$ cat config.mk
export PLATFORM = sky130hd
export DESIGN_NAME = hamming_encode_correct
export DESIGN_NICKNAME = d
export VERILOG_FILES = /design/src/hw/rtl/hec_pkg.sv /design/src/hw/rtl/hec_regs.sv /design/src/hw/rtl/hec_core.sv /design/src/hw/rtl/hamming_encode_correct.sv
export VERILOG_INCLUDE_DIRS = /design/src /design/src/hw/rtl
export SDC_FILE = /design/constraint.sdc
export NUM_CORES = 1
export LEC_CHECK = 0
export ABC_AREA = 1
export BUFFER_PORTS_ARGS = -buffer_cell sky130_fd_sc_hd__buf_2
export CELL_PAD_IN_SITES_DETAIL_PLACEMENT = 0
export CELL_PAD_IN_SITES_GLOBAL_PLACEMENT = 1
export CORE_ASPECT_RATIO = 0.7
export CORE_MARGIN = 2
export CORE_UTILIZATION = 39
export CTS_CLUSTER_DIAMETER = 80
export CTS_CLUSTER_SIZE = 16
export DETAILED_ROUTE_END_ITERATION = 8
export PLACE_DENSITY_LB_ADDON = 0.1
export SLEW_MARGIN = 10
export SYNTH_ARGS = -nofsm -noshare
export SYNTH_HDL_FRONTEND = slang
export SYNTH_HIERARCHICAL = 1
export SYNTH_SLANG_ARGS = --single-unit
export TNS_END_PERCENT = 20
$ cat constraint.sdc
create_clock -name i_clk -period 8.75 [get_ports i_clk]
set_input_delay 2.625 -clock i_clk [delete_from_list [all_inputs] [get_ports i_clk]]
set_output_delay 2.625 -clock i_clk [all_outputs]
set_load 0.01 [all_outputs]
$ cat src/hw/rtl/hamming_encode_correct_assert.svh
// Assertion macros used by the Hamming encoder/corrector top level.
`ifndef HAMMING_ENCODE_CORRECT_ASSERT_SVH
`define HAMMING_ENCODE_CORRECT_ASSERT_SVH
`ifndef SYNTHESIS
`define HEC_ASSERT_IMPLY(lbl, ante, cons, msg) \
    lbl: assert property (@(posedge i_clk) disable iff (!i_rst_n) (ante) |-> cons) \
        else $error(msg);
`define HEC_ASSERT_NEXT(lbl, ante, cons, msg) \
    lbl: assert property (@(posedge i_clk) disable iff (!i_rst_n) (ante) |=> (cons)) \
        else $error(msg);
`else
`define HEC_ASSERT_IMPLY(lbl, ante, cons, msg)
`define HEC_ASSERT_NEXT(lbl, ante, cons, msg)
`endif
`endif

$ cat src/hw/rtl/hec_pkg.sv
// Package with constants and position helpers for the Hamming encoder/corrector.
package hec_pkg;

    localparam int MAX_DATA_BITS = 26;

    localparam int DATA_W = 26;
    localparam int CODE_W = 31;
    localparam int POS_W  = 5;
    localparam int LEN_W  = 5;
    localparam int ADDR_W = 3;
    localparam int APB_W  = 32;

    localparam logic [LEN_W-1:0] LEN_RESET = 5'd4;

    // Register index, taken from the word address.
    localparam logic REG_DATA_LENGTH = 1'b0;

    localparam logic OP_ENCODE = 1'b0;
    localparam logic OP_DECODE = 1'b1;

    // Least r with 2^r >= m + r + 1, for m up to 63.
    function automatic logic [2:0] parity_count(input logic [5:0] m);
        int mi;
        logic [2:0] cnt;
        mi  = int'(m);
        cnt = 3'd0;
        for (int k = 0; k < 7; k++) begin
            if ((1 << k) < mi + k + 1) begin
                cnt = 3'(k + 1);
            end
        end
        return cnt;
    endfunction

    function automatic bit is_pow2(input int i);
        return (i != 0) && ((i & (i - 1)) == 0);
    endfunction

    function automatic int log2_floor(input int i);
        int res;
        res = 0;
        for (int k = 0; k < 31; k++) begin
            if ((i >> k) > 1) begin
                res = k + 1;
            end
        end
        return res;
    endfunction

    // Data bit carried by a position that is not a power of two.
    function automatic int data_index(input int i);
        return i - log2_floor(i) - 2;
    endfunction

endpackage

$ cat src/hw/rtl/hec_regs.sv
// APB register block holding the data length setting.
module hec_regs (
    input  logic                        i_clk,
    input  logic                        i_rst_n,
    input  logic                        psel,
    input  logic                        penable,
    input  logic                        pwrite,
    input  logic [hec_pkg::ADDR_W-1:0]  paddr,
    input  logic [hec_pkg::APB_W-1:0]   pwdata,
    output logic [hec_pkg::APB_W-1:0]   prdata,
    output logic                        pready,
    output logic [hec_pkg::LEN_W-1:0]   o_data_length
);

    logic [hec_pkg::LEN_W-1:0] r_data_length;
    logic                      wr_len;

    assign pready = 1'b1;
    assign wr_len = psel && penable && pwrite && pready
                    && (paddr[2] == hec_pkg::REG_DATA_LENGTH);

    always_ff @(posedge i_clk) begin
        if (!i_rst_n) begin
            r_data_length <= hec_pkg::LEN_RESET;
        end else if (wr_len) begin
            r_data_length <= pwdata[hec_pkg::LEN_W-1:0];
        end
    end

    always_comb begin
        prdata = '0;
        if (paddr[2] == hec_pkg::REG_DATA_LENGTH) begin
            prdata = hec_pkg::APB_W'(r_data_length);
        end
    end

    assign o_data_length = r_data_length;

endmodule

$ cat src/hw/rtl/hec_core.sv
// Combinational Hamming encode and syndrome/correct logic for one item.
module hec_core #(
    parameter int MAX_DATA_BITS = hec_pkg::MAX_DATA_BITS
) (
    input  logic                        i_operation,
    input  logic [hec_pkg::DATA_W-1:0]  i_data_word,
    input  logic [hec_pkg::CODE_W-1:0]  i_received_word,
    input  logic [hec_pkg::LEN_W-1:0]   i_data_length,
    output logic [hec_pkg::CODE_W-1:0]  o_code_word,
    output logic [hec_pkg::POS_W-1:0]   o_error_position,
    output logic                        o_position_out_of_range
);

    // The length register is 5 bits, so m never exceeds 31.
    localparam int MAX_M = (MAX_DATA_BITS > 31) ? 31 : MAX_DATA_BITS;
    localparam int MAX_R = int'(hec_pkg::parity_count(6'(MAX_M)));
    localparam int N_W   = MAX_M + MAX_R;
    localparam int SYN_W = MAX_R;
    localparam int DX_W  = (N_W > hec_pkg::DATA_W) ? N_W : hec_pkg::DATA_W;
    localparam int CX_W  = (N_W > hec_pkg::CODE_W) ? N_W : hec_pkg::CODE_W;
    localparam int PX_W  = (SYN_W > hec_pkg::POS_W) ? SYN_W : hec_pkg::POS_W;

    logic [5:0]       m_sat;
    logic [2:0]       par_cnt;
    logic [5:0]       n_len;
    logic [DX_W-1:0]  data_ext;
    logic [CX_W-1:0]  rx_ext;
    logic [N_W-1:0]   in_range;
    logic [N_W-1:0]   spread;
    logic [N_W-1:0]   chk_word;
    logic [SYN_W-1:0] syn;
    logic             syn_oor;
    logic [N_W-1:0]   parity_word;
    logic [N_W-1:0]   fixed_word;
    logic [CX_W-1:0]  out_ext;
    logic [PX_W-1:0]  syn_ext;
    logic             is_dec;

    always_comb begin
        m_sat = (i_data_length > hec_pkg::LEN_W'(MAX_M)) ? 6'(MAX_M) : 6'(i_data_length);
    end

    assign par_cnt  = hec_pkg::parity_count(m_sat);
    assign n_len    = m_sat + 6'(par_cnt);
    assign data_ext = DX_W'(i_data_word);
    assign rx_ext   = CX_W'(i_received_word);
    assign is_dec   = (i_operation == hec_pkg::OP_DECODE);

    // Data bits go to the positions that are not powers of two, in order.
    always_comb begin
        for (int i = 1; i <= N_W; i++) begin
            in_range[i-1] = (7'(i) <= {1'b0, n_len});
            spread[i-1]   = 1'b0;
            if (!hec_pkg::is_pow2(i)) begin
                spread[i-1] = data_ext[hec_pkg::data_index(i)] & in_range[i-1];
            end
        end
    end

    assign chk_word = is_dec ? (rx_ext[N_W-1:0] & in_range) : spread;

    // With the parity positions still clear, the syndrome of the spread word
    // is exactly the set of parity bits to insert.
    always_comb begin
        for (int k = 0; k < SYN_W; k++) begin
            syn[k] = 1'b0;
            for (int i = 1; i <= N_W; i++) begin
                if (((i >> k) & 1) != 0) begin
                    syn[k] = syn[k] ^ chk_word[i-1];
                end
            end
        end
    end

    assign syn_oor = (7'(syn) > 7'(n_len));

    always_comb begin
        parity_word = spread;
        fixed_word  = chk_word;
        for (int i = 1; i <= N_W; i++) begin
            if (hec_pkg::is_pow2(i)) begin
                parity_word[i-1] = syn[hec_pkg::log2_floor(i)];
            end
            if (!syn_oor && (7'(syn) == 7'(i))) begin
                fixed_word[i-1] = ~chk_word[i-1];
            end
        end
    end

    assign out_ext = CX_W'(is_dec ? fixed_word : parity_word);
    assign syn_ext = PX_W'(syn);

    assign o_code_word             = out_ext[hec_pkg::CODE_W-1:0];
    assign o_error_position        = is_dec ? syn_ext[hec_pkg::POS_W-1:0] : '0;
    assign o_position_out_of_range = is_dec && syn_oor;

endmodule

$ cat src/hw/rtl/hamming_encode_correct.sv
// Top level of the configurable-length Hamming encoder and single-error corrector.
//
//  Channel   Handshake                  Payload
//  -------   -------------------------  ---------------------------------------------
//  input     start, busy (always low)   i_operation, i_data_word, i_received_word
//  result    o_done strobe              o_code_word, o_error_position,
//                                       o_position_out_of_range
//  config    APB psel/penable/pwrite    paddr, pwdata, prdata, pready
//
// One item is taken every cycle. Its result passes the input register and then the result
// register around the parity XOR tree before it reaches the result ports.
// The reset is synchronous and clears the valid flags and the data length (to 4).
// The receiver cannot stall, so busy stays low and the pipeline never holds.
`include "hamming_encode_correct_assert.svh"

module hamming_encode_correct #(
    parameter int MAX_DATA_BITS = hec_pkg::MAX_DATA_BITS
) (
    input  logic                        i_clk,
    input  logic                        i_rst_n,
    input  logic                        start,
    output logic                        busy,
    input  logic                        i_operation,
    input  logic [hec_pkg::DATA_W-1:0]  i_data_word,
    input  logic [hec_pkg::CODE_W-1:0]  i_received_word,
    output logic                        o_done,
    output logic [hec_pkg::CODE_W-1:0]  o_code_word,
    output logic [hec_pkg::POS_W-1:0]   o_error_position,
    output logic                        o_position_out_of_range,
    input  logic                        psel,
    input  logic                        penable,
    input  logic                        pwrite,
    input  logic [hec_pkg::ADDR_W-1:0]  paddr,
    input  logic [hec_pkg::APB_W-1:0]   pwdata,
    output logic [hec_pkg::APB_W-1:0]   prdata,
    output logic                        pready
);

    logic [hec_pkg::LEN_W-1:0]  data_length;

    logic                       r_in_valid;
    logic                       r_in_op;
    logic [hec_pkg::DATA_W-1:0] r_in_data;
    logic [hec_pkg::CODE_W-1:0] r_in_rx;

    logic                       r_out_valid;
    logic [hec_pkg::CODE_W-1:0] r_out_code;
    logic [hec_pkg::POS_W-1:0]  r_out_pos;
    logic                       r_out_oor;

    logic [hec_pkg::CODE_W-1:0] n_out_code;
    logic [hec_pkg::POS_W-1:0]  n_out_pos;
    logic                       n_out_oor;

    logic                       in_is_encode;

    assign busy = 1'b0;

    hec_regs u_regs (
        .i_clk         (i_clk),
        .i_rst_n       (i_rst_n),
        .psel          (psel),
        .penable       (penable),
        .pwrite        (pwrite),
        .paddr         (paddr),
        .pwdata        (pwdata),
        .prdata        (prdata),
        .pready        (pready),
        .o_data_length (data_length)
    );

    always_ff @(posedge i_clk) begin
        if (!i_rst_n) begin
            r_in_valid  <= 1'b0;
            r_out_valid <= 1'b0;
        end else begin
            r_in_valid  <= start && !busy;
            r_out_valid <= r_in_valid;
        end
    end

    always_ff @(posedge i_clk) begin
        if (start && !busy) begin
            r_in_op   <= i_operation;
            r_in_data <= i_data_word;
            r_in_rx   <= i_received_word;
        end
        if (r_in_valid) begin
            r_out_code <= n_out_code;
            r_out_pos  <= n_out_pos;
            r_out_oor  <= n_out_oor;
        end
    end

    hec_core #(
        .MAX_DATA_BITS (MAX_DATA_BITS)
    ) u_core (
        .i_operation             (r_in_op),
        .i_data_word             (r_in_data),
        .i_received_word         (r_in_rx),
        .i_data_length           (data_length),
        .o_code_word             (n_out_code),
        .o_error_position        (n_out_pos),
        .o_position_out_of_range (n_out_oor)
    );

    assign o_done                  = r_out_valid;
    assign o_code_word             = r_out_code;
    assign o_error_position        = r_out_pos;
    assign o_position_out_of_range = r_out_oor;

    assign in_is_encode = r_in_valid && (r_in_op == hec_pkg::OP_ENCODE);

    `HEC_ASSERT_IMPLY(a_item_gives_result, start && !busy, ##2 o_done, "accepted item lost")
    `HEC_ASSERT_IMPLY(a_no_extra_result, !(start && !busy), ##2 !o_done, "result without item")
    `HEC_ASSERT_NEXT(a_encode_clean, in_is_encode, (r_out_pos == '0) && !r_out_oor, "bad encode")

endmodule

# Yosys cells after proc, flatten, opt, wreduce, memory -nomap -nowiden
# Cells that the tools add are included.
# totals
register_bits	102
latch_bits	0
mem_bits_rw	0
romBits	0
inputBits	99
output_inout_bits	72
elab_cells	305
mem_count	0
# classes
add_sub_neg	13
multipliers	0
div_mod_pow	0
magnitude_cmp	40
eq_ne	31
n_shift	0
n_mux	42
n_bitwise	134
reduce_logical	36
# op_table
operator	n
adder 32 x 2 -> 32 bit, second input constant	6
<= comparator 5 x 6 -> 1 bit, first input constant	16
equality test 5 bit, second input constant	16
XOR 1 bit	75
2-to-1 mux 31 bit	2
<= comparator 4 x 6 -> 1 bit, first input constant	8
equality test 5 x 4 -> 1 bit, second input constant	8
logical AND 1 bit	35
< comparator 2 x 32 -> 1 bit, first input constant	1
< comparator 3 x 32 -> 1 bit, first input constant	1
< comparator 4 x 32 -> 1 bit, first input constant	1
< comparator 5 x 32 -> 1 bit, first input constant	1
< comparator 6 x 32 -> 1 bit, first input constant	1
< comparator 7 x 32 -> 1 bit, first input constant	1
< comparator 8 x 32 -> 1 bit, first input constant	1
2-to-1 mux 1 bit	32
NOT 1 bit	32
bitwise AND 31 bit	1
bitwise AND 1 bit	26
<= comparator 3 x 6 -> 1 bit, first input constant	4
adder 6 x 3 -> 7 bit, second input constant	3
equality test 5 x 3 -> 1 bit, second input constant	4
2-to-1 mux 3 bit	6
adder 6 x 2 -> 7 bit, second input constant	2
10 further kinds	13

# Logic depth before layout (Yosys ltp)
# depth
word_depth	35
depth_mapped	57
mapped_depth_nobuf	55

# Hierarchy
# The synthesis kept the hierarchy.
# by_module_without_submodules
module	instances	cells_each	area_each_um2	seq_area_each_um2
hec_core	1	825	4001.3	0.0
hamming_encode_correct	1	103	2919.0	2892.8
hec_regs	1	75	488.0	100.1

# Worst setup path after synthesis
# Ideal clock, no wire load.
# synth_timing
path_kind	register to register
startpoint	register u_regs.r_data_length, in the netlist u_regs/o_data_length[3]
endpoint	register r_out_code, in the netlist o_code_word[26], data pin
setup_time_ns	0.253
t_arrival_ns	6.608
required_ns	8.497
setup_slack_ns	1.889
path_stages_with_launch	55
n_path_buf	2
synth_period_minus_slack_ns	6.861
path_cell_list	dfxtp_1 buf_4 nand2_2 a21oi_1 o21ai_0 nand2_1 inv_1 ha_1 xor2_1 mux2_2 nor4b_1 o41ai_1 nand2_1 nand2_1 a21oi_1 ha_1 inv_1 fa_1 (+19 left out) nand2_1 nand2_2 ha_1 inv_1 nor2_1 nor2_1 nor2_1 nor2_1 nor2_1 a211oi_1 nor2_1 inv_1 nor2_1 clkinv_1 nand2_1 o21ai_0 nand3_1 nand2_1
# synth_between
elab_chain_len	35
word_cells_on_any_way	170
classes_between	add/sub: 13; order compare: 40; eq/ne: 1; mux: 11; bitwise: 103; reduce/logical: 2
# synth_rtl
element	line	text
start: declaration	hec_regs.sv:15	logic [hec_pkg::LEN_W-1:0] r_data_length;
start signal: assignment	hec_regs.sv:24	r_data_length <= hec_pkg::LEN_RESET;
start signal: assignment	hec_regs.sv:26	r_data_length <= pwdata[hec_pkg::LEN_W-1:0];
greater-than comparator 5 bit	hec_core.sv:40	m_sat = (i_data_length > hec_pkg::LEN_W'(MAX_M)) ? 6'(MAX_M) : 6'(i_data_length);
2-to-1 mux 5 bit (*)	hec_core.sv:40	
adder 6 x 1 -> 7 bit	hec_pkg.sv:28	if ((1 << k) < mi + k + 1) begin
adder 32 x 2 -> 32 bit / < comparator 2 x 32 -> 1 bit (equally long branches)	hec_pkg.sv:28	
< comparator 3 x 32 -> 1 bit / 2-to-1 mux 1 bit (equally long branches)	hec_pkg.sv:28	
2-to-1 mux 3 bit (6 in a row)	hec_pkg.sv:28	
adder 6 x 3 -> 6 bit (*)	hec_core.sv:44	assign n_len = m_sat + 6'(par_cnt);
<= comparator 1 x 6 -> 1 bit, or another cell as far along	hec_core.sv:52	in_range[i-1] = (7'(i) <= {1'b0, n_len});
bitwise AND 31 bit / bitwise AND 1 bit (equally long branches)	hec_core.sv:60, hec_core.sv:55	
2-to-1 mux 31 bit	hec_core.sv:60	assign chk_word = is_dec ? (rx_ext[N_W-1:0] & in_range) : spread;
XOR 1 bit (15 in a row)	hec_core.sv:69	syn[k] = syn[k] ^ chk_word[i-1];
greater-than comparator 5 x 6 -> 1 bit	hec_core.sv:75	assign syn_oor = (7'(syn) > 7'(n_len));
logical NOT 1 bit	hec_core.sv:84	if (!syn_oor && (7'(syn) == 7'(i))) begin
logical AND 1 bit	hec_core.sv:84	
2-to-1 mux 1 bit	hec_core.sv:84	
2-to-1 mux 31 bit (*)	hec_core.sv:90	assign out_ext = CX_W'(is_dec ? fixed_word : parity_word);
named net n_out_code (one bit)	hamming_encode_correct.sv:51	logic [hec_pkg::CODE_W-1:0] n_out_code;
end signal: assignment	hamming_encode_correct.sv:89	r_out_code <= n_out_code;
end: declaration	hamming_encode_correct.sv:47	logic [hec_pkg::CODE_W-1:0] r_out_code;
# Mark *: on every way through the listed nets, which the timed path passes. The rest lies on a longest branch.
# A chain may end at the register's enable or synchronous reset.

# Worst setup path after layout
# layout_timing
startpoint	register u_regs.r_data_length, in the netlist u_regs/o_data_length[4]
endpoint	register r_out_code, in the netlist o_code_word[26], data pin
# Same word-level chain as after synthesis.

==> results.md <==
- R2R Path End: o_code_word[26]
- Netlist cell types: 43
- Worst hold start: u_regs/o_data_length[0]
- Largest family of logic cells by synthesized area: simple AND/OR/NAND/NOR gates
- CTS tree: built
- Routed WL per cell: 16.72 um
- H-tree depth: 3
- Clock latency on the worst-skew pair: 0.36 ns
- Chip width: 168.7 um
- Critical path's top delay family: simple AND/OR/NAND/NOR gates
- VDD IR max: 0.1393 mV
- Rows: 42
- Layout area overhead: 13.56%
- Mapped cell area: 7408 sq um
- Postcts setup bufs: 0
- Crit-path most repeated cell: nand2_1
- CP Class: reg2reg
- CP bufs+invs: 7
- Crit path DAT: 8.07 ns
- Slowest-stage cell, CP: fa_1
- Top fanout value on the critical path: 10
- GRT Residual Overflow: 0
- Pwr/cell area: 218.1 nW/um^2
- # port buffers: 112
- Switch share: 44.90%
- Fin. Hold Viols: 0
- Die Y: 119.3 um
- Nets: 1227
- Number of synthesized register bits: 102
- Sequential Power Share: 32.8%
- DRC viols: 0
- Period minus WS final: 7.949 ns
- Total internal power: 1.011 mW
- Layout cell share with drive strength beyond 1: 21.38%
- Pwr Total: 1.835 mW
- FMAX: 0.1258 GHz
- Max transition margin: 31.74%
- IO Count: 171
- TritonRoute pass-1 iters: 5
- CTS root buf: clkbuf_16
- Syn. warnings: 6
- First-pass GRT wire length: 34290 um
- Mux cell area share after synthesis: 0.1520%
- Number of global-route vias before repair: 5831
- Slew @ Worst Pin: 1.024 ns
- 1st-iter DRT viols: 541
- Comb power frac: 45.4%
- Status: complete, no violations
- Hold Path Stages: 2
- Clock Skew: 0.01471 ns
- Synth Area per Inst: 7.386 sq um
- XOR/XNOR Fraction of Synth Area: 2.111%
- Placeable Area: 18760 sq um
- Type of the most critical hold path: reg2reg
- CTS Buffer Depth: 2
- Leakage: 4.326 nW
- Startpoint types: register
- Clock sinks: 102
- Via count: 6609
- Final setup violation count: 0
- Period utilization: 90.84%
- Synth Area in Compound Gates: 3.141%
- R2r setup slk: 0.80 ns
- CP max stage delay: 0.68 ns
- Post-DRT Antenna Nets: 0
- Clk pwr share: 21.8%
- Critical path capture point type: register
- GP Congestion: 0.9190
- Simple-Gate Fraction of Synth Area: 40.65%
- Cells after Synth: 1003
- Number of max-cap violations: 0
- Post-synth EDFFs: 95
- # hold bufs at CTS: 0
- Asr flop ratio synth: 0%
- Die area: 20130 sq um
- Post-synth top area cell: edfxtp_1
- Worst r2r src: u_regs/o_data_length[4]
- RSZ-0062 raised after global routing: false
- Max-slew violation count: 0
- Initial Utilization: 39.49%
- Vias per cell: 4.860
- Synth area leaders: edfxtp_1 (39%), nand2_1 (18%), nand3_1 (9.3%), inv_1 (4.8%), nor2_1 (3.4%)
- Worst hold endpoint: u_regs/o_data_length[0]
- Post-DP HPWL: 17500 um
- Post-synth top area share: 38.51%
- Clk pin slew, worst setup/hold paths: 0.08 ns
- R2R depth: 45
- Largest net degree at the start of global routing: 63
- Post-synth top flop: edfxtp_1
- Detailed Route WL: 22740 um
- CTS Buf Count: 9
- Worst EP required: 8.87 ns
- Seq/Total Area, Yosys: 40.40%
- Setup TNS: 0 ns
- Switch Pwr: 0.8238 mW
- PostCTS Resize Cnt: 0
- Synth Area in Adders: 2.635%
- GR Util All Layers: 22.90%
- Initial antenna violation count: 0
- N_diodes: 0
metal layers:
metal | global-route usage (%) | share of wire (%)
met1 | 37.19 | 53
met2 | 30.94 | 38
met3 | 4.653 | 7.7
met4 | 3.879 | 0.88
met5 | 0 | 0
cell usage in the layout, fill, tap and decap left out, types with 15 or more instances in the layout:
cell	count
buf_2	112
conb_1	29
edfxtp_1	95
inv_1	95
inv_2	24
nand2_1	361
nand2_2	20
nand3_1	137
nand3_2	15
nand4_1	15
nor2_1	67
nor2_2	17
flip-flops by register name (all words and copies together), names as in the netlist:
register,count
o_code_word,31
r_in_rx,31
r_in_data,26
o_error_position,5
u_regs/o_data_length,5
o_done,1
o_position_out_of_range,1
r_in_op,1
r_in_valid,1
logic make-up (layout without fill, tap and decap cells):
kind of cell               count (synthesis)  in the layout
AOI/OAI and AO/OA                         38             38
xor gates and xnor gates                  17             17
adders and majority gates                 15             15
buffers and inverters                    171            259
DFF                                      102            102
muxes                                      1              1
other                                      3             29
and+or+nand+nor                          656            657
worst max path at each step:
stage	from	cells after the start	end	slack, ns
2_1_floorplan	u_regs/o_data_length[3]	54	o_code_word[26]	1.89
3_3_place_gp	u_regs/o_data_length[4]	42	o_code_word[25]	0.73
3_5_place_dp	u_regs/o_data_length[4]	45	o_code_word[25]	0.76
4_1_cts	u_regs/o_data_length[4]	45	o_code_word[29]	0.76
5_1_grt	u_regs/o_data_length[4]	55	o_code_word[1]	0.11
6_report	u_regs/o_data_length[4]	45	o_code_word[26]	0.80
per-stage QoR:
step,instance area [sq um],std cells,setup slack [ns],hold WS [ns],util [%]
finish,8413,1360,0.8014,0.5261,44.84
global route,8413,1360,0.1050,0.5661,44.84
CTS,8383,1359,0.7577,0.5256,44.68
detailed placement,8102,1343,0.7558,0.5155,43.18
global placement,8102,1343,0.7269,0.5128,43.18
floorplan,7506,1029,1.889,0.4778,-
cell usage after synthesis, drive strengths merged (2+ instances only):
cell / n
nand3: 152
nand3b: 6
a21oi: 9
nand2: 391
clkbuf: 8
xnor2: 5
buf: 41
o21ai: 22
ha: 14
edfxtp: 95
xor2: 12
dfxtp: 7
conb: 3
nor3: 2
inv: 120
nor2: 89
nand4: 15
clkinv: 2
area by class of cell:
cell class | count | area, sq um
Clock buffer | 10 | 229.0
Clock inverter | 6 | 52.55
Fill cell | 1924 | 10350
Inverter | 122 | 460.4
Multi-Input combinational cell | 757 | 3746
Sequential cell | 102 | 2994
Tap cell | 242 | 302.8
Timing Repair Buffer | 121 | 628.1
worst reg2reg max path: cells and delay by family, from the launching register on:
family / cells / cell delay, ns
and+or+nand+nor: 28 / 3.94
xor gates and xnor gates: 1 / 0.23
AOI/OAI and AO/OA: 6 / 0.97
buffers and inverters: 7 / 0.87
adders and majority gates: 3 / 1.19
DFF: 1 / 0.49
power by group through the flow:
stage	Sequential (mW)	Clock, mW	Combinational (mW)
floorplan	0.616	0	0.584
global placement	0.613	0	0.808
detailed placement	0.614	0	0.805
CTS	0.603	0.417	0.809
global route	0.607	0.434	0.915
finish	0.602	0.400	0.833
(Power assumes the default switching activity.)
